<file path="src/hw/rtl/lmpt_pkg.sv">
// Shared types and constants of the longest-match phoneme tokenizer.
`timescale 1ns / 1ps

package lmpt_pkg;

  localparam int unsigned CODE_W      = 8;
  localparam int unsigned QUEUE_DEPTH = 4;
  localparam int unsigned QPTR_W      = $clog2(QUEUE_DEPTH);
  localparam int unsigned QCNT_W      = $clog2(QUEUE_DEPTH + 1);

  localparam logic [1:0] LEN_EMPTY  = 2'd0;
  localparam logic [1:0] LEN_SINGLE = 2'd1;
  localparam logic [1:0] LEN_PAIR   = 2'd2;

  typedef enum logic {
    OP_LOAD = 1'b0,
    OP_TEXT = 1'b1
  } lmpt_op_e;

  typedef enum logic {
    KIND_PHONEME = 1'b0,
    KIND_END     = 1'b1
  } lmpt_kind_e;

  typedef struct packed {
    logic              found;
    logic [CODE_W-1:0] code;
  } lmpt_lookup_t;

  typedef struct packed {
    lmpt_lookup_t pair;
    lmpt_lookup_t held;
    lmpt_lookup_t fresh;
    logic         last;
  } lmpt_entry_t;

endpackage

</file>
<file path="src/hw/rtl/lmpt_front.sv">
// Front end: token table, parallel slot compare and two-level highest-slot select.
`timescale 1ns / 1ps

module lmpt_front import lmpt_pkg::*; #(
  parameter int unsigned TABLE_SLOTS = 64
) (
  input  logic              clk_i,
  input  logic              rst_ni,
  input  logic              in_valid_i,
  output logic              in_ready_o,
  input  lmpt_op_e          op_i,
  input  logic [5:0]        entry_index_i,
  input  logic [1:0]        entry_length_i,
  input  logic [7:0]        entry_first_byte_i,
  input  logic [7:0]        entry_second_byte_i,
  input  logic [3:0]        entry_manner_i,
  input  logic [3:0]        entry_place_i,
  input  logic [7:0]        text_byte_i,
  input  logic              last_of_string_i,
  input  logic [QCNT_W-1:0] q_count_i,
  output logic              push_o,
  output lmpt_entry_t       push_entry_o
);

  localparam int unsigned GS  = 16;
  localparam int unsigned NG  = (TABLE_SLOTS + GS - 1) / GS;
  localparam int unsigned PAD = NG * GS;
  localparam int unsigned LK_PAIR = 0;
  localparam int unsigned LK_HELD = 1;
  localparam int unsigned LK_NEW  = 2;

  logic [1:0]        slot_len_q    [TABLE_SLOTS];
  logic [7:0]        slot_first_q  [TABLE_SLOTS];
  logic [7:0]        slot_second_q [TABLE_SLOTS];
  logic [CODE_W-1:0] slot_code_q   [TABLE_SLOTS];
  logic [TABLE_SLOTS-1:0] slot_we;

  logic       accept, load_we, text_acc;
  logic [1:0] wr_len;
  logic [7:0] wr_second;
  logic [7:0] prev_q;

  logic [2:0][PAD-1:0] hit;
  logic [CODE_W-1:0]   code_pad [PAD];
  logic [2:0][NG-1:0]  grp_found;
  logic [CODE_W-1:0]   grp_code [3][NG];

  logic               a_valid_q, a_last_q;
  logic [2:0][NG-1:0] a_found_q;
  logic [CODE_W-1:0]  a_code_q [3][NG];
  lmpt_lookup_t       res [3];

  assign in_ready_o = (4'(q_count_i) + 4'(a_valid_q)) < 4'(QUEUE_DEPTH);
  assign accept     = in_valid_i && in_ready_o;
  assign load_we    = accept && (op_i == OP_LOAD);
  assign text_acc   = accept && (op_i == OP_TEXT);
  assign wr_len     = (entry_length_i > LEN_PAIR) ? LEN_EMPTY : entry_length_i;
  assign wr_second  = (wr_len == LEN_PAIR) ? entry_second_byte_i : 8'd0;

  for (genvar i = 0; i < TABLE_SLOTS; i++) begin : g_slot
    assign slot_we[i] = load_we && (9'(entry_index_i) == 9'(i));

    always_ff @(posedge clk_i or negedge rst_ni) begin
      if (!rst_ni) begin
        slot_len_q[i] <= LEN_EMPTY;
      end else if (slot_we[i]) begin
        slot_len_q[i] <= wr_len;
      end
    end

    always_ff @(posedge clk_i) begin
      if (slot_we[i]) begin
        slot_first_q[i]  <= entry_first_byte_i;
        slot_second_q[i] <= wr_second;
        slot_code_q[i]   <= {entry_manner_i, entry_place_i};
      end
    end
  end

  always_comb begin
    hit = '0;
    for (int i = 0; i < PAD; i++) begin
      code_pad[i] = '0;
      if (i < TABLE_SLOTS) begin
        code_pad[i] = slot_code_q[i];
        hit[LK_PAIR][i] = (slot_len_q[i] == LEN_PAIR) && (slot_first_q[i] == prev_q) &&
                          (slot_second_q[i] == text_byte_i);
        hit[LK_HELD][i] = (slot_len_q[i] == LEN_SINGLE) && (slot_first_q[i] == prev_q);
        hit[LK_NEW][i]  = (slot_len_q[i] == LEN_SINGLE) &&
                          (slot_first_q[i] == text_byte_i);
      end
    end
  end

  always_comb begin
    logic [GS-1:0] gv;
    logic          sel;
    for (int k = 0; k < 3; k++) begin
      for (int g = 0; g < NG; g++) begin
        gv = hit[k][g*GS +: GS];
        grp_found[k][g] = |gv;
        grp_code[k][g]  = '0;
        for (int j = 0; j < GS; j++) begin
          sel = gv[j] && !(|(gv >> (j + 1)));
          grp_code[k][g] = grp_code[k][g] | ({CODE_W{sel}} & code_pad[g*GS + j]);
        end
      end
    end
  end

  always_ff @(posedge clk_i or negedge rst_ni) begin
    if (!rst_ni) begin
      a_valid_q <= 1'b0;
      prev_q    <= 8'd0;
    end else begin
      a_valid_q <= text_acc;
      if (text_acc) begin
        prev_q <= text_byte_i;
      end
    end
  end

  always_ff @(posedge clk_i) begin
    if (text_acc) begin
      a_last_q  <= last_of_string_i;
      a_found_q <= grp_found;
      a_code_q  <= grp_code;
    end
  end

  always_comb begin
    logic [NG-1:0] fv;
    logic          sel;
    for (int k = 0; k < 3; k++) begin
      fv = a_found_q[k];
      res[k].found = |fv;
      res[k].code  = '0;
      for (int g = 0; g < NG; g++) begin
        sel = fv[g] && !(|(fv >> (g + 1)));
        res[k].code = res[k].code | ({CODE_W{sel}} & a_code_q[k][g]);
      end
    end
  end

  assign push_o             = a_valid_q;
  assign push_entry_o.pair  = res[LK_PAIR];
  assign push_entry_o.held  = res[LK_HELD];
  assign push_entry_o.fresh = res[LK_NEW];
  assign push_entry_o.last  = a_last_q;

endmodule

</file>
<file path="src/hw/rtl/lmpt_queue.sv">
// Short request queue between the classifying front end and the emitting back end.
`timescale 1ns / 1ps

module lmpt_queue import lmpt_pkg::*; (
  input  logic              clk_i,
  input  logic              rst_ni,
  input  logic              push_i,
  input  lmpt_entry_t       push_entry_i,
  input  logic              pop_i,
  output logic              valid_o,
  output lmpt_entry_t       head_o,
  output logic [QCNT_W-1:0] count_o
);

  lmpt_entry_t       mem_q [QUEUE_DEPTH];
  logic [QPTR_W-1:0] wr_ptr_q, rd_ptr_q;
  logic [QCNT_W-1:0] count_q;

  always_ff @(posedge clk_i or negedge rst_ni) begin
    if (!rst_ni) begin
      wr_ptr_q <= '0;
      rd_ptr_q <= '0;
      count_q  <= '0;
    end else begin
      if (push_i) begin
        wr_ptr_q <= wr_ptr_q + QPTR_W'(1);
      end
      if (pop_i) begin
        rd_ptr_q <= rd_ptr_q + QPTR_W'(1);
      end
      if (push_i && !pop_i) begin
        count_q <= count_q + QCNT_W'(1);
      end else if (pop_i && !push_i) begin
        count_q <= count_q - QCNT_W'(1);
      end
    end
  end

  always_ff @(posedge clk_i) begin
    if (push_i) begin
      mem_q[wr_ptr_q] <= push_entry_i;
    end
  end

  assign valid_o = (count_q != '0);
  assign head_o  = mem_q[rd_ptr_q];
  assign count_o = count_q;

  a_no_overflow: assert property (@(posedge clk_i) disable iff (!rst_ni)
    push_i |-> (count_q < QCNT_W'(QUEUE_DEPTH)))
    else $error("queue push while full");

  a_no_underflow: assert property (@(posedge clk_i) disable iff (!rst_ni)
    pop_i |-> (count_q != '0))
    else $error("queue pop while empty");

endmodule

</file>
<file path="src/hw/rtl/lmpt_back.sv">
// Back end: resolve the held byte, then emit up to three results per text byte.
`timescale 1ns / 1ps

module lmpt_back import lmpt_pkg::*; (
  input  logic        clk_i,
  input  logic        rst_ni,
  input  logic        q_valid_i,
  input  lmpt_entry_t q_entry_i,
  output logic        q_pop_o,
  output logic        out_valid_o,
  input  logic        out_ready_i,
  output lmpt_kind_e  out_kind_o,
  output logic [CODE_W-1:0] out_code_o,
  output logic        out_last_o
);

  localparam int unsigned RES_FIRST = 0;
  localparam int unsigned RES_FLUSH = 1;
  localparam int unsigned RES_END   = 2;

  logic              hv_q, hv_d;
  logic [2:0]        mask_q, mask_d, mask_new, mask_next;
  logic [CODE_W-1:0] code0_q, code1_q, first_code;
  logic              busy, out_free, emit, finishing, pair_hit, hv_mid;

  logic              out_valid_q, out_last_q;
  lmpt_kind_e        out_kind_q, emit_kind;
  logic [CODE_W-1:0] out_code_q, emit_code;

  assign busy      = |mask_q;
  assign out_free  = !out_valid_q || out_ready_i;
  assign emit      = busy && out_free;
  assign finishing = emit && (mask_next == 3'b000);
  assign q_pop_o   = q_valid_i && (!busy || finishing);

  always_comb begin
    pair_hit   = hv_q && q_entry_i.pair.found;
    hv_mid     = !pair_hit;
    first_code = pair_hit ? q_entry_i.pair.code : q_entry_i.held.code;
    mask_new   = 3'b000;
    mask_new[RES_FIRST] = pair_hit || (hv_q && q_entry_i.held.found);
    mask_new[RES_FLUSH] = q_entry_i.last && hv_mid && q_entry_i.fresh.found;
    mask_new[RES_END]   = q_entry_i.last;
    hv_d = q_entry_i.last ? 1'b0 : hv_mid;
  end

  always_comb begin
    emit_kind = KIND_PHONEME;
    emit_code = code0_q;
    mask_next = 3'b000;
    if (mask_q[RES_FIRST]) begin
      mask_next = mask_q & 3'b110;
    end else if (mask_q[RES_FLUSH]) begin
      emit_code = code1_q;
      mask_next = mask_q & 3'b100;
    end else begin
      emit_kind = KIND_END;
      emit_code = '0;
    end
  end

  always_comb begin
    mask_d = mask_q;
    if (q_pop_o) begin
      mask_d = mask_new;
    end else if (emit) begin
      mask_d = mask_next;
    end
  end

  always_ff @(posedge clk_i or negedge rst_ni) begin
    if (!rst_ni) begin
      hv_q        <= 1'b0;
      mask_q      <= 3'b000;
      out_valid_q <= 1'b0;
    end else begin
      mask_q <= mask_d;
      if (q_pop_o) begin
        hv_q <= hv_d;
      end
      if (emit) begin
        out_valid_q <= 1'b1;
      end else if (out_ready_i) begin
        out_valid_q <= 1'b0;
      end
    end
  end

  always_ff @(posedge clk_i) begin
    if (q_pop_o) begin
      code0_q <= first_code;
      code1_q <= q_entry_i.fresh.code;
    end
    if (emit) begin
      out_kind_q <= emit_kind;
      out_code_q <= emit_code;
      out_last_q <= (mask_next == 3'b000);
    end
  end

  assign out_valid_o = out_valid_q;
  assign out_kind_o  = out_kind_q;
  assign out_code_o  = out_code_q;
  assign out_last_o  = out_last_q;

  a_end_closes_run: assert property (@(posedge clk_i) disable iff (!rst_ni)
    (out_valid_q && (out_kind_q == KIND_END)) |-> (out_last_q && (out_code_q == '0)))
    else $error("end marker without last flag or with nonzero codes");

  a_last_clears_held: assert property (@(posedge clk_i) disable iff (!rst_ni)
    (q_pop_o && q_entry_i.last) |=> (!hv_q && mask_q[RES_END]))
    else $error("string end did not clear held byte or queue end marker");

  a_stall_holds_pending: assert property (@(posedge clk_i) disable iff (!rst_ni)
    (busy && !out_free) |=> $stable(mask_q))
    else $error("pending results changed while output stalled");

endmodule

</file>
<file path="src/hw/rtl/longest_match_phoneme_tokenizer.sv">
// Top level of the greedy longest-match phoneme tokenizer.
`timescale 1ns / 1ps

// Requests enter on s_axis: tuser selects a table load (0) or a text byte (1),
// tlast marks the last byte of a string. Loads write one table slot and give no
// result. Each text byte gives zero to three results on m_axis: tuser is the kind
// (0 phoneme, 1 end of string marker), tlast marks the final result of the byte.
// Throughput: one request per cycle while each byte gives at most one result and
// the receiver is ready; a byte with two or three results holds up the bytes behind
// it, since the back end emits one result per cycle through its output register.
// After its byte is accepted, a single result passes through slot compare and group
// select, final select into the queue, result decode in the back end and the emit
// register before it appears on m_axis.
// Reset empties every table slot and drops the held byte; no sweep is needed.
// When the receiver stalls, the four-entry queue fills and s_axis_tready drops.
module longest_match_phoneme_tokenizer import lmpt_pkg::*; #(
  parameter int unsigned TABLE_SLOTS = 64
) (
  input  logic        clk_i,
  input  logic        rst_ni,
  input  logic        s_axis_tvalid_i,
  output logic        s_axis_tready_o,
  // entry_index[5:0], entry_length[7:6], entry_first_byte[15:8],
  // entry_second_byte[23:16], entry_manner[27:24], entry_place[31:28], text_byte[39:32]
  input  logic [39:0] s_axis_tdata_i,
  // operation[0]
  input  logic        s_axis_tuser_i,
  input  logic        s_axis_tlast_i,
  output logic        m_axis_tvalid_o,
  input  logic        m_axis_tready_i,
  // manner[3:0], place[7:4]
  output logic [7:0]  m_axis_tdata_o,
  // kind[0]
  output logic        m_axis_tuser_o,
  output logic        m_axis_tlast_o
);

  logic              push, pop, q_valid;
  lmpt_entry_t       push_entry, head;
  logic [QCNT_W-1:0] q_count;
  lmpt_kind_e        out_kind;
  logic [CODE_W-1:0] out_code;

  lmpt_front #(
    .TABLE_SLOTS(TABLE_SLOTS)
  ) u_front (
    .clk_i              (clk_i),
    .rst_ni             (rst_ni),
    .in_valid_i         (s_axis_tvalid_i),
    .in_ready_o         (s_axis_tready_o),
    .op_i               (lmpt_op_e'(s_axis_tuser_i)),
    .entry_index_i      (s_axis_tdata_i[5:0]),
    .entry_length_i     (s_axis_tdata_i[7:6]),
    .entry_first_byte_i (s_axis_tdata_i[15:8]),
    .entry_second_byte_i(s_axis_tdata_i[23:16]),
    .entry_manner_i     (s_axis_tdata_i[27:24]),
    .entry_place_i      (s_axis_tdata_i[31:28]),
    .text_byte_i        (s_axis_tdata_i[39:32]),
    .last_of_string_i   (s_axis_tlast_i),
    .q_count_i          (q_count),
    .push_o             (push),
    .push_entry_o       (push_entry)
  );

  lmpt_queue u_queue (
    .clk_i       (clk_i),
    .rst_ni      (rst_ni),
    .push_i      (push),
    .push_entry_i(push_entry),
    .pop_i       (pop),
    .valid_o     (q_valid),
    .head_o      (head),
    .count_o     (q_count)
  );

  lmpt_back u_back (
    .clk_i      (clk_i),
    .rst_ni     (rst_ni),
    .q_valid_i  (q_valid),
    .q_entry_i  (head),
    .q_pop_o    (pop),
    .out_valid_o(m_axis_tvalid_o),
    .out_ready_i(m_axis_tready_i),
    .out_kind_o (out_kind),
    .out_code_o (out_code),
    .out_last_o (m_axis_tlast_o)
  );

  assign m_axis_tdata_o = {out_code[3:0], out_code[7:4]};
  assign m_axis_tuser_o = out_kind;

endmodule
</file>
<file path="config.mk">
export PLATFORM = sky130hd
export DESIGN_NAME = longest_match_phoneme_tokenizer
export DESIGN_NICKNAME = d
export VERILOG_FILES = /design/src/hw/rtl/lmpt_pkg.sv /design/src/hw/rtl/lmpt_front.sv /design/src/hw/rtl/lmpt_queue.sv /design/src/hw/rtl/lmpt_back.sv /design/src/hw/rtl/longest_match_phoneme_tokenizer.sv
export SDC_FILE = /design/constraint.sdc
export NUM_CORES = 2
export LEC_CHECK = 0
export BUFFER_PORTS_ARGS = -buffer_cell sky130_fd_sc_hd__buf_2
export CAP_MARGIN = 15
export CORE_UTILIZATION = 27
export DETAILED_ROUTE_END_ITERATION = 10
export PLACE_DENSITY_LB_ADDON = 0.05
export SYNTH_ARGS = -nofsm -noshare
export SYNTH_HDL_FRONTEND = slang
export SYNTH_HIERARCHICAL = 1
export SYNTH_SLANG_ARGS = --single-unit
export TNS_END_PERCENT = 20
</file>
<file path="constraint.sdc">
create_clock -name clk_i -period 4.85 [get_ports clk_i]
set_clock_uncertainty 0.15 [all_clocks]
set_input_delay 0.7275 -clock clk_i [delete_from_list [all_inputs] [get_ports clk_i]]
set_output_delay 0.7275 -clock clk_i [all_outputs]
set_load 0.03 [all_outputs]
</file>
==> reports/metrics.yaml <==
hp-start: "s_axis_tdata_i[25]"
cts.sinks: 1932
finalSetupViolations: 0
drtPass1Iterations: 9
post-route-util_pct: 32.28
htreeDepth: 4
place_congestion: 0.9529
rr_startpoint: "u_front/prev_q[1]$_DFFE_PN0P_"
dp.cells: 12350
hold-path-endpoint: "u_front/slot_code_q[1][189]$_DFFE_PP_"
netSwitchingFraction_pct: 29.22
met2_length_um: 207400
antenna_found_initial: 46
crit_path_start: "u_front/prev_q[1]$_DFFE_PN0P_"
max-cap-violations: 0
via_count: 65980
final_hold_viol_count: 0
drt_iter0_drc: 6703
rows: 218
syn_area_um2: 96250
pwr-share-seq_pct: 41.9
post-dp-hpwl_um: 316600
synthMuxAreaShare_pct: 2.661
area_delta_synth_final_pct: 18.63
top_layer: "met5"
slew_headroom_pct: 8.473
worst_setup_path_start_kind: "flip-flop"
cts.path.max_buffers: 4
io_buffers: 57
synth-adder-area-share_pct: 0.08579
wl_met3_um: 19340
synth.avg_cell_area_um2: 13.20
yosysTopAreaCell: "edfxtp_1"
worst_slew_pin_slew_ns: 1.373
grt_first_pass_wirelength_um: 596400
synth-xor-area-share_pct: 14.00
ys_types: 112
detail_route.drc_violations: 0
required_ns: 5.38
synth_simple_gate_area_share_pct: 12.06
finalCriticalPeriod_ns: 4.674
worst_hold_path.num_cells: 1
crit_type: "flip-flop to flip-flop"
rr_worst_depth: 13
synth_flop_cell: "edfxtp_1"
track_usage_pct: 24.25
synthArstFlopShare_pct: 7.712
reg2reg_slack_ns: 0.18
p_clk_share_pct: 40.6
cts_buffers: 238
cp_data_arrival_time_ns: 5.20
die_x_um: 599.1
synth_top_family_by_area: "XOR/XNOR gates"
cp_max_fo: 17
final_cells: 12810
path_clk_slew_ns: 0.06
postCtsSetupBuffers: 0
pwr_density_cell_nw_per_um2: 406.4
cellLeakagePower_nw: 39.18
overflow: 0
die_h_um: 599.1
final_antenna_net_count: 0
fin_crit_sh_pct: 96.36
fillers: 35180
synth_warnings: 6
wl_per_cell_um: 34.65
mostFrequentLayoutCells: "edfxtp_1, xnor2_1, xor2_1, buf_4, nand2_1"
setup_tns_ns: 0
fmax_ghz: 0.2140
synth_area_leaders: "edfxtp_1, xnor2_1, xor2_1"
cell_internal_pwr_mw: 32.85
dieArea_um2: 358900
drive_gt1_share_pct: 17.33
synth_cells: 7290
seq_area_frac_synth_pct: 59.50
final_common_cell: "edfxtp_1"
p_switching_mw: 13.56
vias_per_cell: 5.150
cts_tree: "done"
root_buffer: "clkbuf_16"
syn-num-nets: 7342
clk_latency_ns: 0.97
end_kind: "flip-flop"
ir_worst_vdd_v: 0.0002826
core_area_um2: 353800
initial_utilization_pct: 27.21
timing.rr.end: "u_front/a_code_q[43]$_DFFE_PP_"
drt-met1-wl_um: 204100
wirelength_um: 444000
synth_compound_area_share_pct: 8.231
hold_class: "input pin to flip-flop"
synth-edff-count: 1783
io_pins: 58
grt_start_max_net_pins: 65
rsz0062_at_grt: "false"
synth_top_area_share_pct: 55.62
status: "complete, no violations"
slew_violations: 0
grt_pass1_vias: 66050
final_nets: 7918
synth-seq-cells: 1932
share_comb_of_total_power_pct: 17.5
[final cells by class]
cell class / instances / area [µm²] / area share (%)
sequential: 1932 / 57300 / 50.18
clock inverter: 125 / 1460 / 1.279
timing repair buffer: 692 / 6294 / 5.511
antenna: 11 / 27.53 / 0.02411
clock buffer: 321 / 6644 / 5.818
inverter: 169 / 636.9 / 0.5577
tap: 4730 / 5918 / 5.183
multi-input combinational: 4833 / 35910 / 31.45
[power groups by stage]
stage / clock network [mW] / logic, mW / registers, mW
after floorplan: 0 / 4.89 / 19.4
after global placement: 0 / 8.27 / 19.8
after detailed placement: 0 / 8.22 / 19.8
after CTS: 19.4 / 8.26 / 19.5
after global routing: 19.9 / 8.58 / 19.5
final: 18.9 / 8.10 / 19.4
[repair_timing]
item / in CTS / in global routing
endpoints found under the hold margin: 52 / 0
gates resized for setup: 1 / 1
hold buffers: 4 / 0
pin swaps: 0 / 0
setup endpoints to repair: 1 / 1
[metal layers]
layer | vias up | GRT usage, %
met5 | - | 0
met3 | 475 | 2.551
met1 | 34710 | 34.02
li1 | 28800 | -
met4 | 2 | 6.390
met2 | 1995 | 39.73
[worst max-delay path, cell delays in order, from the launching register on]
cell       delay, ns
dfrtp_4         0.58
buf_12          0.20
buf_4           0.26
xor2_1          0.17
nor4_1          0.56
buf_4           0.26
nand3_1         0.15
nand4_1         0.24
buf_4           0.18
a211oi_1        0.04
a2111oi_0       0.83
buf_4           0.24
nand2_1         0.11
a211o_1         0.32
[cells by family after synthesis]
group,count (synthesis)
adders and majority gates,6
DFF,1932
muxes,207
xor gates and xnor gates,1539
buffers and inverters,525
and+or+nand+nor,2056
AOI/OAI and AO/OA,1025
[worst max-delay path by stage]
stage | endpoint | depth (start not counted)
floorplan | u_front/a_code_q[0]$_DFFE_PP_ | 3
global placement | u_front/a_code_q[49]$_DFFE_PP_ | 9
CTS | u_front/a_code_q[49]$_DFFE_PP_ | 9
global route | u_front/a_code_q[43]$_DFFE_PP_ | 13
finish | u_front/a_code_q[43]$_DFFE_PP_ | 13
detailed placement | u_front/a_code_q[49]$_DFFE_PP_ | 9
[through the flow]
stage               cell area (µm²)  worst slack, ns  power, mW  hold WS (ns)
CTS                          114100          0.09755      47.10       0.02503
floorplan                     96250           0.4891      24.27        0.2819
global placement             106000         -0.02839      28.05        0.3194
global route                 114200          0.07823      47.98       0.03254
finish                       114200           0.1765      46.41        0.1146
detailed placement           106000          -0.1003      28.03        0.3303
[cell usage after synthesis, types with 53 or more instances]
cell         n
a22o_1     118
and3_1      54
nand3_1    331
clkbuf_1   111
inv_1      168
mux2_2     107
nor3_1     149
nand4_1    205
nand3b_1    67
and2_1      61
buf_6      126
o21ai_0    141
nor4_1     154
nand2_1    371
a221o_1     75
dfrtp_1    149
edfxtp_1  1783
mux2i_1     71
buf_2       53
nor2_1     278
xor2_1     719
a22oi_1     95
a21oi_1    122
xnor2_1    820
a221oi_1    69
[registers in the layout, summed over array words and instances (netlist names), 2 cells and up]
signal,flops
u_queue/mem_q,112
u_front/slot_first_q,512
u_queue/count_o,3
u_front/a_code_q,96
u_front/slot_len_q,128
u_front/prev_q,8
u_back/mask_q,3
u_queue/rd_ptr_q,2
u_back/code0_q,8
u_front/slot_code_q,512
u_queue/wr_ptr_q,2
u_back/out_code_o,8
u_front/slot_second_q,512
u_front/a_found_q,12
u_back/code1_q,8
Note: power is estimated with default switching activity, not from simulation.
